<file path="src/rtl/oscillator_crossing_timestamper_defines.svh">
// Assertion macros for the oscillator crossing timestamper.
// Used by the top level only; expects signals named clock and reset in scope.
`ifndef OSCILLATOR_CROSSING_TIMESTAMPER_DEFINES_SVH
`define OSCILLATOR_CROSSING_TIMESTAMPER_DEFINES_SVH

// same-cycle implication, masked during reset
`define OCT_ASSERT_HOLDS(label, ante, cons, msg) \
   label: assert property (@(posedge clock) disable iff (reset) (ante) |-> (cons)) \
      else $error(msg);

// next-cycle implication, checked through reset too
`define OCT_ASSERT_NEXT(label, ante, cons, msg) \
   label: assert property (@(posedge clock) (ante) |=> (cons)) else $error(msg);

`endif

</file>
<file path="src/rtl/oct_pkg.sv">
// Shared types, constants and the quarter-wave sine generator.
// No dependencies; imported by every module of the timestamper.
package oct_pkg;

   localparam int          SINE_W      = 16;
   localparam int          SINE_PEAK   = 32767;
   localparam int          PERIOD_W    = 32;
   localparam int          TIME_W      = 64;
   localparam int          CHUNK_W     = 16;
   localparam int          WRAP_RAD    = 6;
   localparam int          QUEUE_DEPTH = 4;
   localparam logic [63:0] TWO_PI_Q32  = 64'd26986075409;
   localparam logic [63:0] HALF_PI_Q30 = 64'd1686629713;

   typedef enum logic [1:0] {
      CSR_MODE          = 2'd0,
      CSR_SAMPLE_PERIOD = 2'd1,
      CSR_STAMP_START   = 2'd2
   } csr_index_type;

   typedef struct packed {
      logic                mode;
      logic [PERIOD_W-1:0] sample_period;
      logic                stamp_start;
   } cfg_type;

   typedef enum logic [4:0] {
      B_IDLE      = 5'b00001,
      B_DIVIDE    = 5'b00010,
      B_FRAC_MUL  = 5'b00100,
      B_INDEX_MUL = 5'b01000,
      B_EMIT      = 5'b10000
   } back_state_type;

   // Taylor series of sin(x), x in Q30, result Q15 rounded; elaboration only
   function automatic logic [15:0] q15_sine(input logic [63:0] x);
      logic [63:0] term;
      logic [63:0] sum;
      logic [63:0] prod;
      term = x;
      sum  = x;
      for (int n = 1; n <= 6; n++) begin
         prod = (((term * x) >> 30) * x) >> 30;
         case (n)
            1: term = prod / 6;
            2: term = prod / 20;
            3: term = prod / 42;
            4: term = prod / 72;
            5: term = prod / 110;
            default: term = prod / 156;
         endcase
         if (n % 2 == 1) begin
            sum = (sum > term) ? sum - term : 64'd0;
         end else begin
            sum = sum + term;
         end
      end
      sum = (sum + 64'd16384) >> 15;
      return (sum > 64'(SINE_PEAK)) ? 16'(SINE_PEAK) : sum[15:0];
   endfunction

endpackage

</file>
<file path="src/rtl/oct_back.sv">
// Back end: bit-serial fraction divider, time multiply, gap and output word.
// Depends on oct_pkg; pops jobs from oct_queue.
module oct_back #(
   parameter int INDEX_BITS      = 32,
   parameter int CROSS_FRAC_BITS = 16,
   parameter int NUM_W           = 16
) (
   input  logic                  clock,
   input  logic                  reset,
   input  oct_pkg::cfg_type      cfg,
   input  logic                  job_valid,
   output logic                  job_pop,
   input  logic [INDEX_BITS-1:0] job_index,
   input  logic [NUM_W-1:0]      job_num,
   input  logic [NUM_W:0]        job_den,
   input  logic                  job_fresh,
   output logic                  rsp_valid,
   input  logic                  rsp_ready,
   output logic [63:0]           rsp_event_time,
   output logic [63:0]           rsp_gap_time,
   output logic                  rsp_gap_valid
);
   import oct_pkg::*;

   localparam int C      = CROSS_FRAC_BITS;
   localparam int STEP_W = $clog2(C + 1);
   localparam int CHUNKS = (INDEX_BITS + CHUNK_W - 1) / CHUNK_W;
   localparam int JW     = CHUNKS * CHUNK_W;
   localparam int CW     = (CHUNKS > 1) ? $clog2(CHUNKS) : 1;
   localparam int RMW    = NUM_W + 2;

   back_state_type state_ff, state_in;
   logic [JW-1:0] j_ff;
   logic [NUM_W:0] den_ff;
   logic [RMW-1:0] rem_ff;
   logic [C:0] quo_ff;
   logic [STEP_W-1:0] step_ff;
   logic [CW-1:0] chunk_ff;
   logic zero_ff, fresh_ff;
   logic [TIME_W-1:0] frac_ff, jacc_ff, last_ff;
   logic rsp_valid_ff;
   logic [TIME_W-1:0] event_ff, gap_ff;
   logic gap_valid_ff;

   logic ge;
   logic [RMW-1:0] rem_sub;
   logic [C+PERIOD_W:0] frac_prod;
   logic [CHUNK_W+PERIOD_W-1:0] chunk_prod;
   logic [TIME_W-1:0] t;
   logic out_free;

   assign ge         = rem_ff >= RMW'(den_ff);
   assign rem_sub    = ge ? rem_ff - RMW'(den_ff) : rem_ff;
   assign frac_prod  = (C + PERIOD_W + 1)'(zero_ff ? '0 : quo_ff)
                       * (C + PERIOD_W + 1)'(cfg.sample_period);
   assign chunk_prod = (CHUNK_W + PERIOD_W)'(j_ff[JW-1 -: CHUNK_W])
                       * (CHUNK_W + PERIOD_W)'(cfg.sample_period);
   assign t          = jacc_ff + frac_ff;
   assign out_free   = !rsp_valid_ff || rsp_ready;
   assign job_pop    = (state_ff == B_IDLE) && job_valid;

   always_comb begin
      state_in = state_ff;
      unique case (state_ff)
         B_IDLE:      if (job_valid) state_in = B_DIVIDE;
         B_DIVIDE:    if (step_ff == STEP_W'(C)) state_in = B_FRAC_MUL;
         B_FRAC_MUL:  state_in = B_INDEX_MUL;
         B_INDEX_MUL: if (chunk_ff == '0) state_in = B_EMIT;
         B_EMIT:      if (out_free) state_in = B_IDLE;
         default:     state_in = B_IDLE;
      endcase
   end

   always_ff @(posedge clock) begin
      if (reset) begin
         state_ff     <= B_IDLE;
         rsp_valid_ff <= 1'b0;
      end else begin
         state_ff <= state_in;
         if (state_ff == B_EMIT && out_free) begin
            rsp_valid_ff <= 1'b1;
         end else if (rsp_ready) begin
            rsp_valid_ff <= 1'b0;
         end
      end
   end

   always_ff @(posedge clock) begin
      unique case (state_ff)
         B_IDLE: begin
            j_ff     <= JW'(job_index);
            den_ff   <= job_den;
            rem_ff   <= RMW'(job_num);
            zero_ff  <= job_den == '0;
            fresh_ff <= job_fresh;
            step_ff  <= '0;
            quo_ff   <= '0;
         end
         B_DIVIDE: begin
            rem_ff  <= {rem_sub[RMW-2:0], 1'b0};
            quo_ff  <= {quo_ff[C-1:0], ge};
            step_ff <= step_ff + 1'b1;
         end
         B_FRAC_MUL: begin
            frac_ff  <= TIME_W'(frac_prod >> C);
            jacc_ff  <= '0;
            chunk_ff <= CW'(CHUNKS - 1);
         end
         B_INDEX_MUL: begin
            // Horner over 16-bit digits of the index, top digit first
            jacc_ff  <= (jacc_ff << CHUNK_W) + TIME_W'(chunk_prod);
            j_ff     <= j_ff << CHUNK_W;
            chunk_ff <= chunk_ff - 1'b1;
         end
         B_EMIT: begin
            if (out_free) begin
               event_ff     <= t;
               gap_ff       <= fresh_ff ? '0 : t - last_ff;
               gap_valid_ff <= !fresh_ff;
               last_ff      <= t;
            end
         end
         default: begin
         end
      endcase
   end

   assign rsp_valid      = rsp_valid_ff;
   assign rsp_event_time = event_ff;
   assign rsp_gap_time   = gap_ff;
   assign rsp_gap_valid  = gap_valid_ff;

endmodule

</file>
<file path="config.mk">
export PLATFORM = sky130hd
export DESIGN_NAME = oct_back
export DESIGN_NICKNAME = d
export VERILOG_FILES = /design/src/rtl/oscillator_crossing_timestamper_defines.svh /design/src/rtl/oct_pkg.sv /design/src/rtl/oct_back.sv
export SDC_FILE = /design/constraint.sdc
export NUM_CORES = 2
export LEC_CHECK = 0
export BUFFER_PORTS_ARGS = -buffer_cell sky130_fd_sc_hd__buf_2
export CORE_UTILIZATION = 65
export DETAILED_ROUTE_END_ITERATION = 10
export HOLD_SLACK_MARGIN = 0.1
export MAX_ROUTING_LAYER = met4
export PLACE_DENSITY = 0.89
export SETUP_SLACK_MARGIN = 0.2
export SYNTH_ARGS = -nofsm -noshare
export SYNTH_HDL_FRONTEND = slang
export SYNTH_SLANG_ARGS = --single-unit
</file>
<file path="constraint.sdc">
create_clock -name clock -period 10.5 [get_ports clock]
set_clock_uncertainty 0.2 [all_clocks]
set_input_delay 2.1 -clock clock [delete_from_list [all_inputs] [get_ports clock]]
set_output_delay 2.1 -clock clock [all_outputs]
set_load 0.03 [all_outputs]
</file>
-- Word-level counts from Yosys, hierarchy flattened
Cells that the tools add are included.
- eq/ne operators: 10
- shift-type cells: 0
- div/mod/pow operators: 0
- bitwise logic cells: 0
- add/subtract/negate cells: 6
- $mul: 2
- reduce and logical (&&, ||, !) cells: 12
- multiplexer cells: 15
- magnitude comparators: 1
- operator list (cell ; number):
    64-bit case mux with 2 select lines ; 1
    64-bit by 33-bit adder with 64-bit output ; 1
    64-bit by 48-bit adder with 64-bit output ; 1
    32-bit case mux with 2 select lines ; 1
    64-bit subtractor ; 1
    17-bit by 32-bit multiplier with 49-bit output ; 1
    16-bit by 32-bit multiplier with 48-bit output ; 1
    18-bit case mux with 2 select lines ; 1
    17-bit 2-to-1 mux ; 2
    17-bit case mux with 2 select lines ; 1
    5-bit case mux with 5 select lines ; 1
    5-bit 2-to-1 mux ; 4
    18-bit by 17-bit greater-or-equal comparator with 1-bit output ; 1
    17-bit logical NOT ; 1
    17-bit subtractor ; 1
    5-bit equality test, second input constant ; 2
    5-bit case mux with 2 select lines ; 1
    2-bit inequality test, second input constant ; 4
    2-bit nonzero test ; 4
    5-bit by 1-bit adder with 5-bit output, second input constant ; 1
    5-bit by 1-bit equality test with 1-bit output, second input constant ; 1
    5-bit by 2-bit equality test with 1-bit output, second input constant ; 1
    5-bit by 3-bit equality test with 1-bit output, second input constant ; 1
    5-bit by 4-bit equality test with 1-bit output, second input constant ; 1
    8 further kinds ; 11
- bits in registers: 324
- memory bits (read-only): 0
- memories kept: 0
- bits in writable memories: 0
- input port bits: 104
- bits in latches: 0
- logic and storage cells: 61

-- Logic depth before layout (Yosys ltp)
- word-level depth: 4
- mapped depth: 28
- depth with buffers taken out: 26

-- Worst setup path before layout
Ideal clock, no wire load.
- path type: input port to flip-flop
- from: input port rsp_ready
- to: register event_ff[0] (netlist: rsp_event_time[0]) (enable)
- data arrival time: 7.911 ns
- required time: 9.667 ns
- path slack: 1.756 ns
- cell stages on the path: 2
- setup time: 0.633 ns
- cells stage by stage: nand2b_1 -> nor2b_1
- word-level cells in the longest chain between the ends: 2
- RTL lines (what ; RTL line ; source):
    start: declaration ; oct_back.sv:18 ; input logic rsp_ready,
    1-bit logical OR ; oct_back.sv:59 ; assign out_free = !rsp_valid_ff || rsp_ready;
    2-bit AND reduction (no source line) ; - ;
    end signal: assignment ; oct_back.sv:117 ; event_ff <= t;
    end: declaration ; oct_back.sv:42 ; logic [TIME_W-1:0] event_ff, gap_ff;
No other way between the ends.
A chain may end at the register's enable or synchronous reset.

-- Final worst setup path
- from: input port cfg[9] in the netlist's numbering
- to: register jacc_ff[44] (data pin)
- word-level cells in the longest chain between the ends: 3
- RTL lines (what ; RTL line ; source):
    start: declaration ; oct_back.sv:10 ; input oct_pkg::cfg_type cfg,
    16-bit by 32-bit multiplier with 48-bit output ; oct_back.sv:57 ; * (CHUNK_W + PERIOD_W)'(cfg.sample_period);
    64-bit by 48-bit adder with 64-bit output ; oct_back.sv:111 ; jacc_ff <= (jacc_ff << CHUNK_W) + TIME_W'(chunk_prod);
    64-bit case mux with 2 select lines ; oct_back.sv:89 ; unique case (state_ff)
    end signal: assignment ; oct_back.sv:111 ;
    end: declaration ; oct_back.sv:40 ; logic [TIME_W-1:0] frac_ff, jacc_ff, last_ff;
No other way between the ends.

==> run summary <==
The share of the Yosys chip area taken by registers is between 10% and 20%. The number of resized instances in the post-cts repair step came out at 0. Once the floorplan was initialized, standard cells occupied between 60% and 70% of the core. The buffers plus inverters on the worst setup path is 5. Entering global routing, the biggest net connects 81 pins. Traced cell by cell, the critical path runs through buf_2 -> and2_1 -> fa_1 -> inv_1 -> fa_1 -> fa_1 -> inv_1 -> fa_1 -> fa_1 -> inv_1 -> fa_1 -> inv_1 -> ha_1 -> a21o_1 -> a21o_1 -> a21oi_1 -> nor2_1 -> nand4b_1 -> o41ai_2 -> a211oi_1 -> nor3_1 -> or4_1 -> a21o_1 -> a21oi_1. The count of pins on the block boundary came out at approximately 240. The highest fanout seen on the critical path came out at 33.

The critical path data arrival time came out at approximately 9.3 ns. The critical path is of the input pin to flip-flop type. The xor/xnor cell area share of the yosys netlist is between 3 and 4%.

The clock latency of the later-clocked register in the worst-skew pair came out at 0.57 ns. The flip-flop and latch count after synthesis came out at 324. Setup violations remaining at the end of the flow were counted as 0. Synthesis produced a netlist whose cell count is roughly 5,700.

The endpoint required time on the critical path is roughly 11 ns. The wire length of the first global-routing pass came out at between 200 and 250 mm. The accumulated negative setup slack is 0 ns. Setup slack on the worst reg-to-reg path comes out at approximately 2.1 ns. The global-route usage over all layers came out at a little over a third. The wire length reported by the detailed router is about 140 mm.

The most numerous cell in the Yosys netlist is sky130_fd_sc_hd__inv_1. The final cycle utilization of the critical path is between 80% and 90%. The footprint of the multi-input gates came out at 37,700 um^2. The area of the core region came out at a little over 80,000 um^2. The cell that appears most often on the critical path is sky130_fd_sc_hd__fa_1. Summing over every cut layer, the via total after detailed routing is roughly 40,000. The share of synthesized cell area in full adder, half adder and majority cells is 42.9%. Ranked by total cell area, the synthesized netlist is headed by sky130_fd_sc_hd__fa_1 (34%), sky130_fd_sc_hd__edfxtp_1 (18%), sky130_fd_sc_hd__ha_1 (8.8%), sky130_fd_sc_hd__inv_1 (8.5%), sky130_fd_sc_hd__nand2_1 (5.8%). STA classifies the critical path endpoint as a flip-flop. From synthesis to final layout, the design area changed by 5.62%. Each instance of the synthesized netlist takes up on average around 9.2 um^2.

The number of buffers created by CTS is 34. The yosys synthesis warning count came out at 0. The number of nets in the synthesized netlist is 7,101. The die is roughly 290 um tall. After detailed routing, the number of remaining DRC violations is 0. The placed wire-length estimate came out at 106 mm. The H-tree depth is 2. For this run, the detailed router's first-pass iteration total came to 6. Hold repair after CTS inserted 0 buffers. The cell at the slowest stage of the critical path is sky130_fd_sc_hd__buf_2. The summed instance area of the synthesized netlist came out at roughly 53,000 um^2. The remaining global-route overflow is 0. The clock tree from TritonCTS is yes. The transition time at the pin with the least slew margin came out at 1.25 ns. The cell family contributing the most delay on the critical path is adder cells. The commonest cells after synthesis are sky130_fd_sc_hd__inv_1 (1,195), sky130_fd_sc_hd__fa_1 (900), sky130_fd_sc_hd__nand2_1 (814), sky130_fd_sc_hd__and2_1 (480), sky130_fd_sc_hd__ha_1 (372). The die boundary width came out at 287 um. The final number of hold-violating endpoints is 0. The number of enable-type register cells in the synthesized netlist came out at ~320. The number of buffers on the longest clock path came out at 3. The netlist uses between 90 and 100 different library cells.

The clock sink total is 324. By area, the combinational part of the netlist is dominated by adder cells. The highest clock rate is around 0.11 GHz. The simple-gate area share of the yosys netlist is roughly 17%.

The sequential standard cell area came out at just under 10,000 um^2. The run finished with clean final reports. The buffer count from post-CTS setup fixing came out at 0. The congestion estimate from routability-driven global placement came to between 0.9 and 1. The top-area cell type share of the netlist area came out at 34.1%. The full die area is slightly above 80,000 um^2.

Dividing the detail-routed wire length by the instance count gives 20.0 um. Clock-pin slew was measured on the worst setup and hold paths at 0.06 ns. The layout net count came out at 7,146. The violation count after the first detailed-route iteration came out at 3,240. The number of pins exceeding their max-slew limit in the final report came to 0. The final critical-path required period is roughly 9 ns. The delay contributed by the slowest stage of the critical path came out at between 0.6 and 0.7 ns. The number of global-route vias before repair is 43,000.

Among all flip-flop cells after synthesis, the most frequent one is sky130_fd_sc_hd__edfxtp_1. The root buffer selected by CTS is sky130_fd_sc_hd__clkbuf_16. The share of the synthesized area in compound gates (AO/OA/AOI/OAI) came out at ~7.7%. The worst hold path class is flip-flop to flip-flop. In this run the remaining antenna-violating nets after routing total 0. The count of buffers added on input and output ports is 232. The initial antenna violation count was 2. Summed over all instances, the cell type with the most area after synthesis is sky130_fd_sc_hd__fa_1. The share of flip-flops with an asynchronous set or reset is 0%.

The worst max-slew margin expressed relative to the limit is 16.6%. Dividing the detail-routed via count by the number of cells gives a little under 6. The fraction of layout instances using a drive strength above 1 came out at approximately 7%. Setup repair after global routing left no endpoint under its margin. The type of origin of the critical path is an input pin. The layout has around 5,700 filler cells. The max-cap check violation count is 0. The proportion of synthesized area in mux cells came out at less than 1%. The number of cell rows came out at approximately 100.
==> kinds of logic after synthesis <==
group,Yosys count
and+or+nand+nor,1817
buffers and inverters,1466
adders and majority gates,1272
AOI/OAI and AO/OA,618
DFF,324
xor gates and xnor gates,207
muxes,21
==> sequential cells by signal, summed over array words and instances, names as in the netlist <==
register and cells:
jacc_ff 64, rsp_gap_time 64, quo_ff 17, zero_ff 1
rsp_valid 1, rsp_gap_valid 1, rem_ff 18, frac_ff 33
j_ff 32, den_ff 17, chunk_ff 1, step_ff 5
state_ff 5, fresh_ff 1, rsp_event_time 64
==> final timing paths <==
check	from	endpoint	cells past startpoint
worst max-delay path	cfg[9]	jacc_ff[44]	24
worst min-delay path	j_ff[6]	j_ff[22]	2
worst max register to register	zero_ff	frac_ff[22]	22
worst min register to register	j_ff[6]	j_ff[22]	2
==> layout by cell type, fill, tap and decap left out, drive strengths merged, types with 45 or more instances in the layout <==
cell    netlist  final
edfxtp      318    318
xor2         89     89
o21ai       114    114
nor2b        45     45
a21o        111    111
nand3        52     52
xnor2       117    117
ha          372    372
nor2        217    217
nand4        46     46
inv        1195   1200
fa          900    900
and2        482    482
a21oi       197    197
buf          13    280
nand2       814    814
==> cell type report <==
type,count,area share [%]
diodes,2,0.00897
clock buffers,39,1.56
clock inverters,17,0.366
multi-input cells,3935,67.6
repair buffers,280,2.73
well taps,1060,2.38
flip-flops and latches,324,17.3
inverters,1195,8.04
==> worst reg2reg max path: cells and delay by family, from the launching register on <==
family                   cells  cell delay [ns]
AND/OR/NAND/NOR              5             1.94
adder cells (fa/ha/maj)      7             3.36
XOR/XNOR                     1             0.17
AO/OA/AOI/OAI                7             1.77
buffers and inverters        2             0.34
flip-flops                   1             0.39
==> metal layers <==
metal | up-vias | GRT usage, % | wire (um)
li1 | 17700 | - | -
met1 | 19800 | 42.2 | 50500
met2 | 2281 | 57.3 | 65200
met3 | 494 | 8.33 | 15100
met4 | 0 | 15.1 | 6350
met5 | - | - | 0
==> per-stage QoR <==
stage                     setup WS (ns)  area, um^2  hold WS, ns  instances  utilization [%]
final                              1.26       55800        0.311       6852             69.4
after CTS                          1.44       55800        0.311       6850             69.4
after global routing               1.06       55800        0.336       6852             69.4
after detailed placement          0.854       54700        0.297       6794             68.0
after global placement            0.969       54700        0.291       6794             68.0
after floorplan                    1.76       52800        0.284       5725                -
Power is left out: the tool's default activity adds up to more than one toggle a clock period on the data nets, which glitch-free logic cannot reach.
