===== src/rtl/oscillator_crossing_timestamper_defines.svh =====
// Assertion macros for the oscillator crossing timestamper.
// Used by the top level only; expects signals named clock and reset in scope.
`ifndef OSCILLATOR_CROSSING_TIMESTAMPER_DEFINES_SVH
`define OSCILLATOR_CROSSING_TIMESTAMPER_DEFINES_SVH

// same-cycle implication, masked during reset
`define OCT_ASSERT_HOLDS(label, ante, cons, msg) \
   label: assert property (@(posedge clock) disable iff (reset) (ante) |-> (cons)) \
      else $error(msg);

// next-cycle implication, checked through reset too
`define OCT_ASSERT_NEXT(label, ante, cons, msg) \
   label: assert property (@(posedge clock) (ante) |=> (cons)) else $error(msg);

`endif


===== src/rtl/oct_pkg.sv =====
// Shared types, constants and the quarter-wave sine generator.
// No dependencies; imported by every module of the timestamper.
package oct_pkg;

   localparam int          SINE_W      = 16;
   localparam int          SINE_PEAK   = 32767;
   localparam int          PERIOD_W    = 32;
   localparam int          TIME_W      = 64;
   localparam int          CHUNK_W     = 16;
   localparam int          WRAP_RAD    = 6;
   localparam int          QUEUE_DEPTH = 4;
   localparam logic [63:0] TWO_PI_Q32  = 64'd26986075409;
   localparam logic [63:0] HALF_PI_Q30 = 64'd1686629713;

   typedef enum logic [1:0] {
      CSR_MODE          = 2'd0,
      CSR_SAMPLE_PERIOD = 2'd1,
      CSR_STAMP_START   = 2'd2
   } csr_index_type;

   typedef struct packed {
      logic                mode;
      logic [PERIOD_W-1:0] sample_period;
      logic                stamp_start;
   } cfg_type;

   typedef enum logic [4:0] {
      B_IDLE      = 5'b00001,
      B_DIVIDE    = 5'b00010,
      B_FRAC_MUL  = 5'b00100,
      B_INDEX_MUL = 5'b01000,
      B_EMIT      = 5'b10000
   } back_state_type;

   // Taylor series of sin(x), x in Q30, result Q15 rounded; elaboration only
   function automatic logic [15:0] q15_sine(input logic [63:0] x);
      logic [63:0] term;
      logic [63:0] sum;
      logic [63:0] prod;
      term = x;
      sum  = x;
      for (int n = 1; n <= 6; n++) begin
         prod = (((term * x) >> 30) * x) >> 30;
         case (n)
            1: term = prod / 6;
            2: term = prod / 20;
            3: term = prod / 42;
            4: term = prod / 72;
            5: term = prod / 110;
            default: term = prod / 156;
         endcase
         if (n % 2 == 1) begin
            sum = (sum > term) ? sum - term : 64'd0;
         end else begin
            sum = sum + term;
         end
      end
      sum = (sum + 64'd16384) >> 15;
      return (sum > 64'(SINE_PEAK)) ? 16'(SINE_PEAK) : sum[15:0];
   endfunction

endpackage


===== src/rtl/oct_queue.sv =====
// Small job queue between front and back ends.
// Imports oct_pkg; the top level sets the depth from its QUEUE_DEPTH.
module oct_queue #(
   parameter int WIDTH = 8,
   parameter int DEPTH = 4
) (
   input  logic             clock,
   input  logic             reset,
   input  logic             push,
   input  logic [WIDTH-1:0] push_data,
   output logic             full,
   input  logic             pop,
   output logic             valid,
   output logic [WIDTH-1:0] pop_data
);
   import oct_pkg::*;

   localparam int PTR_W = (DEPTH > 1) ? $clog2(DEPTH) : 1;
   localparam int CNT_W = $clog2(DEPTH + 1);

   logic [WIDTH-1:0] mem_ff [DEPTH];
   logic [PTR_W-1:0] wr_ff, rd_ff, wr_in, rd_in;
   logic [CNT_W-1:0] count_ff, count_in;

   assign full     = count_ff == CNT_W'(DEPTH);
   assign valid    = count_ff != '0;
   assign pop_data = mem_ff[rd_ff];

   always_comb begin
      wr_in    = wr_ff;
      rd_in    = rd_ff;
      count_in = count_ff;
      if (push) begin
         wr_in = (wr_ff == PTR_W'(DEPTH - 1)) ? '0 : wr_ff + 1'b1;
      end
      if (pop) begin
         rd_in = (rd_ff == PTR_W'(DEPTH - 1)) ? '0 : rd_ff + 1'b1;
      end
      if (push && !pop) begin
         count_in = count_ff + 1'b1;
      end else if (pop && !push) begin
         count_in = count_ff - 1'b1;
      end
   end

   always_ff @(posedge clock) begin
      if (reset) begin
         wr_ff    <= '0;
         rd_ff    <= '0;
         count_ff <= '0;
      end else begin
         wr_ff    <= wr_in;
         rd_ff    <= rd_in;
         count_ff <= count_in;
      end
   end

   always_ff @(posedge clock) begin
      if (push) begin
         mem_ff[wr_ff] <= push_data;
      end
   end

endmodule


===== config.mk =====
export PLATFORM = sky130hd
export DESIGN_NAME = oct_queue
export DESIGN_NICKNAME = d
export VERILOG_FILES = /design/src/rtl/oscillator_crossing_timestamper_defines.svh /design/src/rtl/oct_pkg.sv /design/src/rtl/oct_queue.sv
export SDC_FILE = /design/constraint.sdc
export NUM_CORES = 1
export LEC_CHECK = 0
export ABC_AREA = 1
export BUFFER_PORTS_ARGS = -buffer_cell sky130_fd_sc_hd__buf_4
export CAP_MARGIN = 10
export CORE_UTILIZATION = 30
export DETAILED_ROUTE_END_ITERATION = 8
export GPL_TIMING_DRIVEN = 0
export PLACE_DENSITY = 0.53
export SLEW_MARGIN = 30
export SYNTH_ARGS = -nofsm -noshare
export SYNTH_HDL_FRONTEND = slang
export SYNTH_SLANG_ARGS = --single-unit

===== constraint.sdc =====
create_clock -name clock -period 1.6 [get_ports clock]
set_clock_uncertainty 0.05 [all_clocks]
set_input_delay 0.08 -clock clock [delete_from_list [all_inputs] [get_ports clock]]
set_output_delay 0.08 -clock clock [all_outputs]
set_load 0.1 [all_outputs]

---- Word-level counts from Yosys, hierarchy flattened ----
Memories as Yosys holds them, arrays and structs flattened. A register that Yosys moved wholly into a read port is not among the register bits.
Index checks and enable logic that the tools add are counted.
word-level totals
  register bits after elaboration ......... 7
  RAM bits ................................ 32
  memories ................................ 1
  word-level logic and storage cells ...... 25
  input bits .............................. 12
  output and inout bits ................... 10
cells by class
  equal/unequal tests ..................... 3
  $add $sub $neg .......................... 4
  reductions and logical operators ........ 6
  mux-type cells .......................... 8
memory list
  memory  depth  bits a word  rd ports  clocked after memory_dff  write ports  RTL line         source
  mem_ff  4      8            1         1                         1            oct_queue.sv:21  logic [WIDTH-1:0] mem_ff [DEPTH];
operators by type and width
  kind                 number
  $mux 2               4
  $mux 3               2
  $add 2x1->2 const B  2
  $eq 2x2->1 const B   2
  $add 3x1->3 const B  1
  $eq 3x3->1 const B   1
  $reduce_bool 3->1    1
  $sub 3x1->3 const B  1
  $logic_and 1x1->1    2
  $logic_not 1->1      2
  $mux 1               2
  $reduce_bool 2->1    1

---- Depth between registers and ports, before layout ----
Gate-level depths: netlist (run 1).
  depth in word-level cells ............... 4
  gate-level depth with buffers ........... 10
  gate-level depth less buffers ........... 10

---- Least setup slack after synthesis (run 1) ----
Ideal clock, no wire load.
  kind .................................... reg-to-output
  from .................................... reg count_ff[0]
  to ...................................... out full
  buffers on the path ..................... 0
  data arrival time ....................... 2.418 ns
  slack ................................... -0.948 ns
  stages on the path, launching flop included .. 2
  path through ............................ dfxtp_1 nor3_1
between the ends
  word-level cells in the longest chain between the ends .. 1
RTL lines
  element                 RTL line         source
  from (decl)             oct_queue.sv:23  logic [CNT_W-1:0] count_ff, count_in;
  from (signal assigned)  oct_queue.sv:54  count_ff <= count_in;
  $eq 3x3->1              oct_queue.sv:25  assign full = count_ff == CNT_W'(DEPTH);
  to (decl)               oct_queue.sv:11  output logic full,
No other way between the ends.

==> results.yml, run 1 <==
worst_setup_path:
  endpoint_kind: "primary output"
  required_ns: 1.47
  worst_setup_path_start_kind: "register"
  arrival_ns: 1.42
  cp_max_fo: 10
  critPathKind: "reg2out"
pwr:
  irDropWorstVdd_uv: 542
  p_per_area_nw_per_um2: 1150
  p_leak_nw: 0.879
  total_power_mw: 2.64
route:
  via_per_inst: 4.52
  vias: 1103
  routed_wl_um: 3310
  drc: 0
  firstDrtPassIters: 4
  avgRoutedWirePerCell_um: 13.6
  drt-initial-drc-count: 41
  ant_nets: 0
die:
  die_w_um: 76.3
  start_util_pct: 31.8
  core_um2: 5200
  die_h_um: 76.3
  io_pins: 22
  rows: 26
  die_area_um2: 5810
logic_synthesis:
  ys_seq_area_share_pct: 69.0
  synth_top_cells_by_area: "edfxtp_1, dfxtp_1, nor2_1, ha_1, o21ai_0"
  ys.flop_type: "edfxtp_1"
  netlist_area_um2: 1650
  synth_top_area_cell: "edfxtp_1"
  synth_nets: 155
  syn_area_per_cell_um2: 12.2
  synth_cells: 136
  postSynth.asyncResetShare_pct: 0
  ys_warn_count: 0
  synth_edf_count: 32
  ys_ff_latch: 41
  synth.distinct_cells: 19
  synth.top_cell.area_share_pct: 58.1
timing:
  period_share_pct: 97.1
  grt_setup_unrepaired: "true"
  slew_headroom_pct: 71.3
  setup_viol: 0
  whs_ns: 0.0726
  setup-tns-final_ns: 0
  period_needed_ns: 1.55
  max_freq_ghz: 0.644
  tightest_slew_ns: 0.430
  drv_slew: 0
  hold_violations: 0
global_route:
  antenna_found_initial: 0
  grt_first_pass_wirelength_um: 5400
  track_usage_pct: 12.4
  grt-ovfl-total: 0
  grt_pass1_vias: 1127
  grt_max_degree: 13
final_layout:
  diodes: 0
  syn2layout_area_growth_pct: 38.5
  utilization_pct: 44.0
  fin_nets: 192
  layout-drive-gt1-share_pct: 27.0
  final_common_cell: "edfxtp_1"
  finalNonFillerCells: 244
  final_cell_mix: "edfxtp_1, nor2_1, o21ai_0, inv_1, buf_4"
place:
  numPortBuffers: 21
  dpl.cell_count: 227
  finalWeightedCongestion: 0.678
  dpl.hpwl_um: 2200
cts:
  cts.sinks: 41
  path_clk_slew_ns: 0.08
  cts_buffer_depth: 2
  postCtsSetupBuffers: 0
  cts_made_buffers: 5
  root_buffer: "clkbuf_8"
  ctsHtreeMaxLevel: 2
  clock_latency_ns: 0.29
  cts_tree: "built"
min_path:
  hold_class: "in2reg"
run_status:
  status: "finished clean"
flow_run:
  drv_cap: 0
==> path summary, 6_finish.rpt <==
kind	start	endpoint	slack (ns)	cells after the start
worst max-delay path	register	pop_data[3]	0.05	5
worst min register to register	wr_ff[1]$_SDFFE_PP0P_	wr_ff[1]$_SDFFE_PP0P_	0.49	2
worst max register to register	wr_ff[0]$_SDFFE_PP0P_	mem_ff[3][2]$_DFFE_PP_	0.21	3
worst min-delay path	pop	rd_ff[1]$_SDFFE_PP0P_	0.07	3
==> flip-flops by register name, indices dropped and copies added, names as in the netlist, named ones only <==
register  flops
mem_ff       32
count_ff      3
rd_ff         2
wr_ff         2
==> cell type report <==
class                   count  area [µm²]
multi-input cells          77         552
clock buffers               6        72.6
clock inverters             2        10.0
plain buffers               2        26.3
well taps                  70        87.6
fillers                   473        2910
flip-flops and latches     41        1150
repair buffers             30         329
inverters                  16        65.1
==> stage by stage <==
stage	setup WS (ns)	instance area, µm²
after detailed placement	0.0806	2020
final	0.0463	2290
after global routing	-0.00605	2290
after global placement	0.116	2020
after floorplan	0.241	1780
after CTS	0.0348	2280
==> routing by layer <==
layer,vias up,part of all wire (%),track usage (%)
met4,0,1.2,5.19
met2,23,51,21.3
li1,545,-,-
met3,6,3.7,2.87
met5,-,0,0
met1,529,44,14.8
==> critical path, cell delays in order, from the launching register on <==
cell     delay (ns)
dfxtp_4        0.39
inv_4          0.10
buf_8          0.16
nor2_1         0.08
o22ai_4        0.20
buf_12         0.20
==> Yosys cell counts (all sizes together) (2+ instances only) <==
master / n
a21oi: 3
nand2: 9
inv: 16
o21ai: 19
buf: 2
o22ai: 8
dfxtp: 9
nor3: 3
edfxtp: 32
nor2: 25
ha: 6
==> where the power goes <==
part	total [mW]	switching (mW)	internal, mW
registers	1.25	0.0445	1.21
clock network	0.641	0.339	0.302
logic	0.750	0.500	0.249
total	2.64	0.883	1.76
==> kinds of logic (layout without fill, tap and decap cells) <==
family	after synthesis	count (layout)	synth area share (%)
fa+ha+maj	7	7	5.75
flops	41	41	69.0
xor+xnor	1	1	0.530
buf+inv	18	56	4.99
simple gates	39	39	9.61
compound gates	30	30	10.1
==> repair_timing <==
| item | CTS | global route |
|---|---|---|
| pin swaps | 0 | 0 |
| gates resized for setup | 24 | 4 |
| endpoints found under the hold margin | 36 | 0 |
| hold buffers | 9 | 0 |
| gates cloned | 0 | 0 |
| setup endpoints to repair | 8 | 5 |
(Power assumes the default switching activity.)
==> run 2, diff against run 1 <==
--- a/config.mk
+++ b/config.mk
@@ -11,7 +11,6 @@
 export CORE_UTILIZATION = 30
 export DETAILED_ROUTE_END_ITERATION = 8
 export GPL_TIMING_DRIVEN = 0
-export PLACE_DENSITY = 0.53
 export SLEW_MARGIN = 30
 export SYNTH_ARGS = -nofsm -noshare
 export SYNTH_HDL_FRONTEND = slang
==> constraint.sdc (replaced) <==
create_clock -name clock -period 1.6 [get_ports clock]
set_clock_uncertainty 0.05 [all_clocks]
set_input_delay 0.08 -clock clock [delete_from_list [all_inputs] [get_ports clock]]
set_output_delay 0.08 -clock clock [all_outputs]
set_load 0.005 [all_outputs]
==> results.yml, run 2 (synthesis results as in run 1) <==
run_status:
  status: "finished clean"
place:
  dpl.cell_count: 227
  finalWeightedCongestion: 0.711
  numPortBuffers: 21
  dpl.hpwl_um: 1900
global_route:
  antenna_found_initial: 0
  grt_first_pass_wirelength_um: 4870
  grt_pass1_vias: 1004
  grt_max_degree: 13
  track_usage_pct: 11.0
  grt-ovfl-total: 0
route:
  drc: 0
  ant_nets: 0
  routed_wl_um: 2970
  vias: 1071
  drt-initial-drc-count: 36
  avgRoutedWirePerCell_um: 12.2
  via_per_inst: 4.41
  firstDrtPassIters: 4
cts:
  clock_latency_ns: 0.28
  ctsHtreeMaxLevel: 2
  cts_buffer_depth: 2
  cts_tree: "built"
  root_buffer: "clkbuf_8"
  path_clk_slew_ns: 0.07
  cts.sinks: 41
  cts_made_buffers: 5
final_layout:
  regArea_um2: 1140
  multi_input_area_um2: 430
  final_cell_mix: "edfxtp_1, nor2_1, buf_4, o21ai_0, inv_1"
  largest_reg_flops: 32
  layout-drive-gt1-share_pct: 21.4
  diodes: 0
  largest-register: "mem_ff"
  num-fill-cells: 507
  fin_nets: 192
  reg_top3: "mem_ff: 32 flops, count_ff: 3 flops"
  final_common_cell: "edfxtp_1"
  syn2layout_area_growth_pct: 25.6
  finalNonFillerCells: 243
worst_setup_path:
  crit_buf_inv: 2
  crit_chain: "clkinvlp_4 > o21ai_0 > o22ai_1 > buf_4"
  rrSetupSlack_ns: 0.28
  crit_slowest_cell: "dfxtp_2"
  critPathMaxStageDelay_ns: 0.46
  critPathKind: "reg2out"
  cp_top_family: "flip-flops"
  required_ns: 1.47
  arrival_ns: 1.40
  cp-endpoint: "pop_data[2]"
  cp_max_fo: 9
  endpoint_kind: "primary output"
  cp.depth: 4
  r2r_cells: 4
  worst_setup_path_start_kind: "register"
  r2r_start: "wr_ff[0]$_SDFFE_PP0P_"
  r2r_end: "mem_ff[0][0]$_DFFE_PP_"
pwr:
  p_switching_mw: 0.518
  irDropWorstVdd_uv: 503
  pwr-share-seq_pct: 57.5
  clock_power_share_pct: 28.4
  sw_frac_of_total_pct: 23.9
  combPwrFrac_pct: 14.0
  p_leak_nw: 0.818
  cell_internal_pwr_mw: 1.65
  total_power_mw: 2.17
  p_per_area_nw_per_um2: 1040
timing:
  period_needed_ns: 1.53
  period_share_pct: 95.6
  grt_setup_unrepaired: "false"
  max_freq_ghz: 0.654
  slew_headroom_pct: 74.8
  hold_violations: 0
  setup-tns-final_ns: 0
  tightest_slew_ns: 0.377
  drv_slew: 0
  setup_viol: 0
min_path:
  hold_class: "in2reg"
die:
  rows: 26
  io_pins: 22
  start_util_pct: 31.8
  core_um2: 5200
  die_h_um: 76.3
  die_area_um2: 5810
  die_w_um: 76.3
flow_run:
  drv_cap: 0
## run 2: cell count changes in the layout (fill, tap and decap cells not counted)
| cell | previous run | this run |
|---|---|---|
| clkbuf_1 | 1 | 0 |
| o22ai_4 | 8 | 0 |
| dfxtp_4 | 2 | 0 |
| nor3_4 | 1 | 0 |
| clkinvlp_4 | 0 | 2 |
| buf_8 | 3 | 0 |
| nor3_1 | 2 | 3 |
| buf_12 | 5 | 0 |
| dfxtp_2 | 0 | 2 |
| clkinv_1 | 0 | 1 |
| o22ai_1 | 0 | 8 |
| buf_4 | 13 | 21 |
| clkinv_2 | 2 | 0 |
| inv_4 | 2 | 1 |
## run 2: area by class of cell
type                            count  area share, %
Sequential cell                    41           55.0
Tap cell                           70           4.21
Clock inverter                      2          0.542
Inverter                           16           3.19
Multi-Input combinational cell     77           20.7
Clock buffer                        5           3.31
Timing Repair Buffer               30           11.9
Buffer                              2           1.08
## run 2: what timing repair did
item / in CTS / in global routing
buffers inserted: 0 / 0
endpoints found under the setup margin: 5 / 3
resized for setup: 2 / 2
endpoints found under the hold margin: 36 / 0
hold buffers: 9 / 0
## run 2: worst register-to-register path: cells and delay by family (launching register included)
kind                     cells  cell delay, ns
AND/OR/NAND/NOR              1            0.05
flip-flops                   1            0.35
buffers and inverters        2            0.39
adder cells (fa/ha/maj)      1            0.14
## run 2: power by group through the flow
stage,clock network (mW),registers (mW),logic (mW)
after global placement,0,1.27,0.283
after global routing,0.675,1.25,0.345
final,0.616,1.25,0.305
after detailed placement,0,1.27,0.286
after floorplan,0,1.26,0.159
after CTS,0.630,1.25,0.306
## run 2: metal layers
metal / vias to the layer above / routed length [µm] / GRT usage (%) / part of all wire, %
li1: 544 / - / - / -
met1: 497 / 1430 / 13.8 / 48
met2: 28 / 1360 / 17.7 / 46
met3: 2 / 168 / 4.67 / 5.7
met4: 0 / 8 / 2.31 / 0.27
met5: - / 0 / 0 / 0
## run 2: worst min path at each step
stage,startpoint,to,slack (ns),cells past startpoint
4_1_cts,pop,register,0.05,3
2_1_floorplan,reset,count_ff[0]$_SDFFE_PP0P_,0.10,1
6_report,pop,register,0.05,3
3_5_place_dp,reset,wr_ff[0]$_SDFFE_PP0P_,0.23,2
5_1_grt,pop,register,0.08,3
3_3_place_gp,reset,count_ff[0]$_SDFFE_PP0P_,0.23,2
## run 2: stage by stage
| stage | hold slack [ns] | area [µm²] | setup WS (ns) | utilization [%] |
|---|---|---|---|---|
| 2_1_floorplan | 0.102 | 1650 | 0.402 | - |
| 6_report | 0.0469 | 2080 | 0.0706 | 39.9 |
| 3_5_place_dp | 0.231 | 1900 | 0.215 | 36.5 |
| 4_1_cts | 0.0501 | 2070 | 0.0770 | 39.8 |
| 3_3_place_gp | 0.231 | 1900 | 0.216 | 36.5 |
| 5_1_grt | 0.0797 | 2080 | 0.00585 | 39.9 |
==> run 3, diff against run 2 <==
==> constraint.sdc (replaced) <==
create_clock -name clock -period 1.6 [get_ports clock]
set_clock_uncertainty 0.05 [all_clocks]
set_input_delay 0.32 -clock clock [delete_from_list [all_inputs] [get_ports clock]]
set_output_delay 0.32 -clock clock [all_outputs]
set_load 0.005 [all_outputs]
==> results.yml, run 3 (synthesis results as in run 1) <==
run_status:
  status: "finished, violations left"
  failed_checks: "negative setup slack"
final_layout:
  diodes: 0
  fin_nets: 189
  finalNonFillerCells: 240
  syn2layout_area_growth_pct: 28.0
  final_common_cell: "edfxtp_1"
  layout-drive-gt1-share_pct: 31.2
  reg_top3: "mem_ff: 32 flops, count_ff: 3 flops"
  num-fill-cells: 501
  largest-register: "mem_ff"
  largest_reg_flops: 32
  final_cell_mix: "edfxtp_1, buf_4, nor2_1, inv_1, nand2_1"
timing:
  setup-tns-final_ns: -0.203
  hold_violations: 0
  period_needed_ns: 1.64
  drv_slew: 0
  max_freq_ghz: 0.608
  whs_ns: 0.172
  setup_viol: 8
  grt_setup_unrepaired: "true"
  setup_slack_ns: -0.0434
  slew_headroom_pct: 74.7
  tightest_slew_ns: 0.380
  period_share_pct: 103
min_path:
  hold_depth: 2
  hp-start: "reset"
  min_to: "wr_ff[0]$_SDFFE_PP0P_"
  hold_class: "in2reg"
worst_setup_path:
  rrSetupSlack_ns: 0.28
  endpoint_kind: "primary output"
  cp_max_fo: 6
  r2r_end: "mem_ff[0][0]$_DFFE_PP_"
  r2r_cells: 4
  cp_top_family: "flip-flops"
  crit_chain: "inv_6 > buf_4 > o21ai_1 > o22ai_2 > buf_4"
  r2r_start: "wr_ff[0]$_SDFFE_PP0P_"
  arrival_ns: 1.27
  critPathMaxStageDelay_ns: 0.39
  worst_setup_path_start_kind: "register"
  critPathKind: "reg2out"
  required_ns: 1.23
  crit_buf_inv: 3
  crit_slowest_cell: "dfxtp_4"
  crit_top_cell: "buf_4"
cts:
  cts.sinks: 41
  cts_made_buffers: 5
  cts_tree: "built"
  clock_latency_ns: 0.28
  hold_buffers: 0
  ctsHtreeMaxLevel: 2
  root_buffer: "clkbuf_8"
  cts_buffer_depth: 2
  path_clk_slew_ns: 0.07
route:
  drt-initial-drc-count: 26
  vias: 1055
  firstDrtPassIters: 4
  via_per_inst: 4.40
  avgRoutedWirePerCell_um: 12.8
  routed_wl_um: 3060
  drc: 0
  ant_nets: 0
place:
  dpl_worst_slack_ns: -0.0251
  dpl.cell_count: 227
  finalWeightedCongestion: 0.711
  numPortBuffers: 21
  dpl.hpwl_um: 1900
global_route:
  track_usage_pct: 11.3
  antenna_found_initial: 0
  grt_max_degree: 13
  grt-ovfl-total: 0
  grt_pass1_vias: 992
  grt_first_pass_wirelength_um: 4950
die:
  die_w_um: 76.3
  rows: 26
  die_h_um: 76.3
  start_util_pct: 31.8
  core_um2: 5200
  io_pins: 22
  die_area_um2: 5810
pwr:
  p_leak_nw: 0.836
  p_per_area_nw_per_um2: 1040
  irDropWorstVdd_uv: 503
  total_power_mw: 2.21
flow_run:
  drv_cap: 0
==> run 3: worst max-delay path by stage <==
stage | from | endpoint | slack (ns) | cells after the start
CTS | register | pop_data[0] | -0.04 | 5
global placement | pop | count_ff[2]$_SDFFE_PP0P_ | -0.02 | 11
floorplan | pop | count_ff[2]$_SDFFE_PP0P_ | 0.18 | 10
finish | register | pop_data[4] | -0.04 | 5
detailed placement | pop | count_ff[2]$_SDFFE_PP0P_ | -0.03 | 11
global route | register | pop_data[4] | -0.12 | 5
==> run 3: area by class of cell <==
class	instances	area (µm²)	area share, %
Buffer	2	35.0	1.65
Clock inverter	2	11.3	0.532
Multi-Input combinational cell	77	470	22.2
Tap cell	70	87.6	4.14
Clock buffer	5	68.8	3.25
Timing Repair Buffer	27	226	10.7
Sequential cell	41	1150	54.3
Inverter	16	68.8	3.25
==> run 3: repair_timing <==
action	CTS	global route
pin swaps	5	3
resized for setup	21	9
endpoints found under the setup margin	8	8
gates cloned	1	0
setup buffers	5	0
==> run 3: stage by stage <==
step | cell area (µm²) | utilization (%)
global placement | 1900 | 36.5
CTS | 2090 | 40.1
detailed placement | 1900 | 36.5
global route | 2120 | 40.7
finish | 2120 | 40.7
floorplan | 1650 | -
==> run 3: routing by layer <==
metal	GRT usage (%)	up-vias	routed length, µm	part of all wire [%]
li1	-	539	-	-
met1	14.5	486	1450	47
met2	17.5	28	1420	46
met3	4.67	2	180	5.9
met4	2.88	0	8	0.26
met5	0	-	0	0
==> run 3: report_power, final <==
part / total [mW] / switching [mW] / internal (mW)
sequential: 1.24 / 0.0351 / 1.21
combinational: 0.347 / 0.175 / 0.173
clock: 0.616 / 0.324 / 0.292
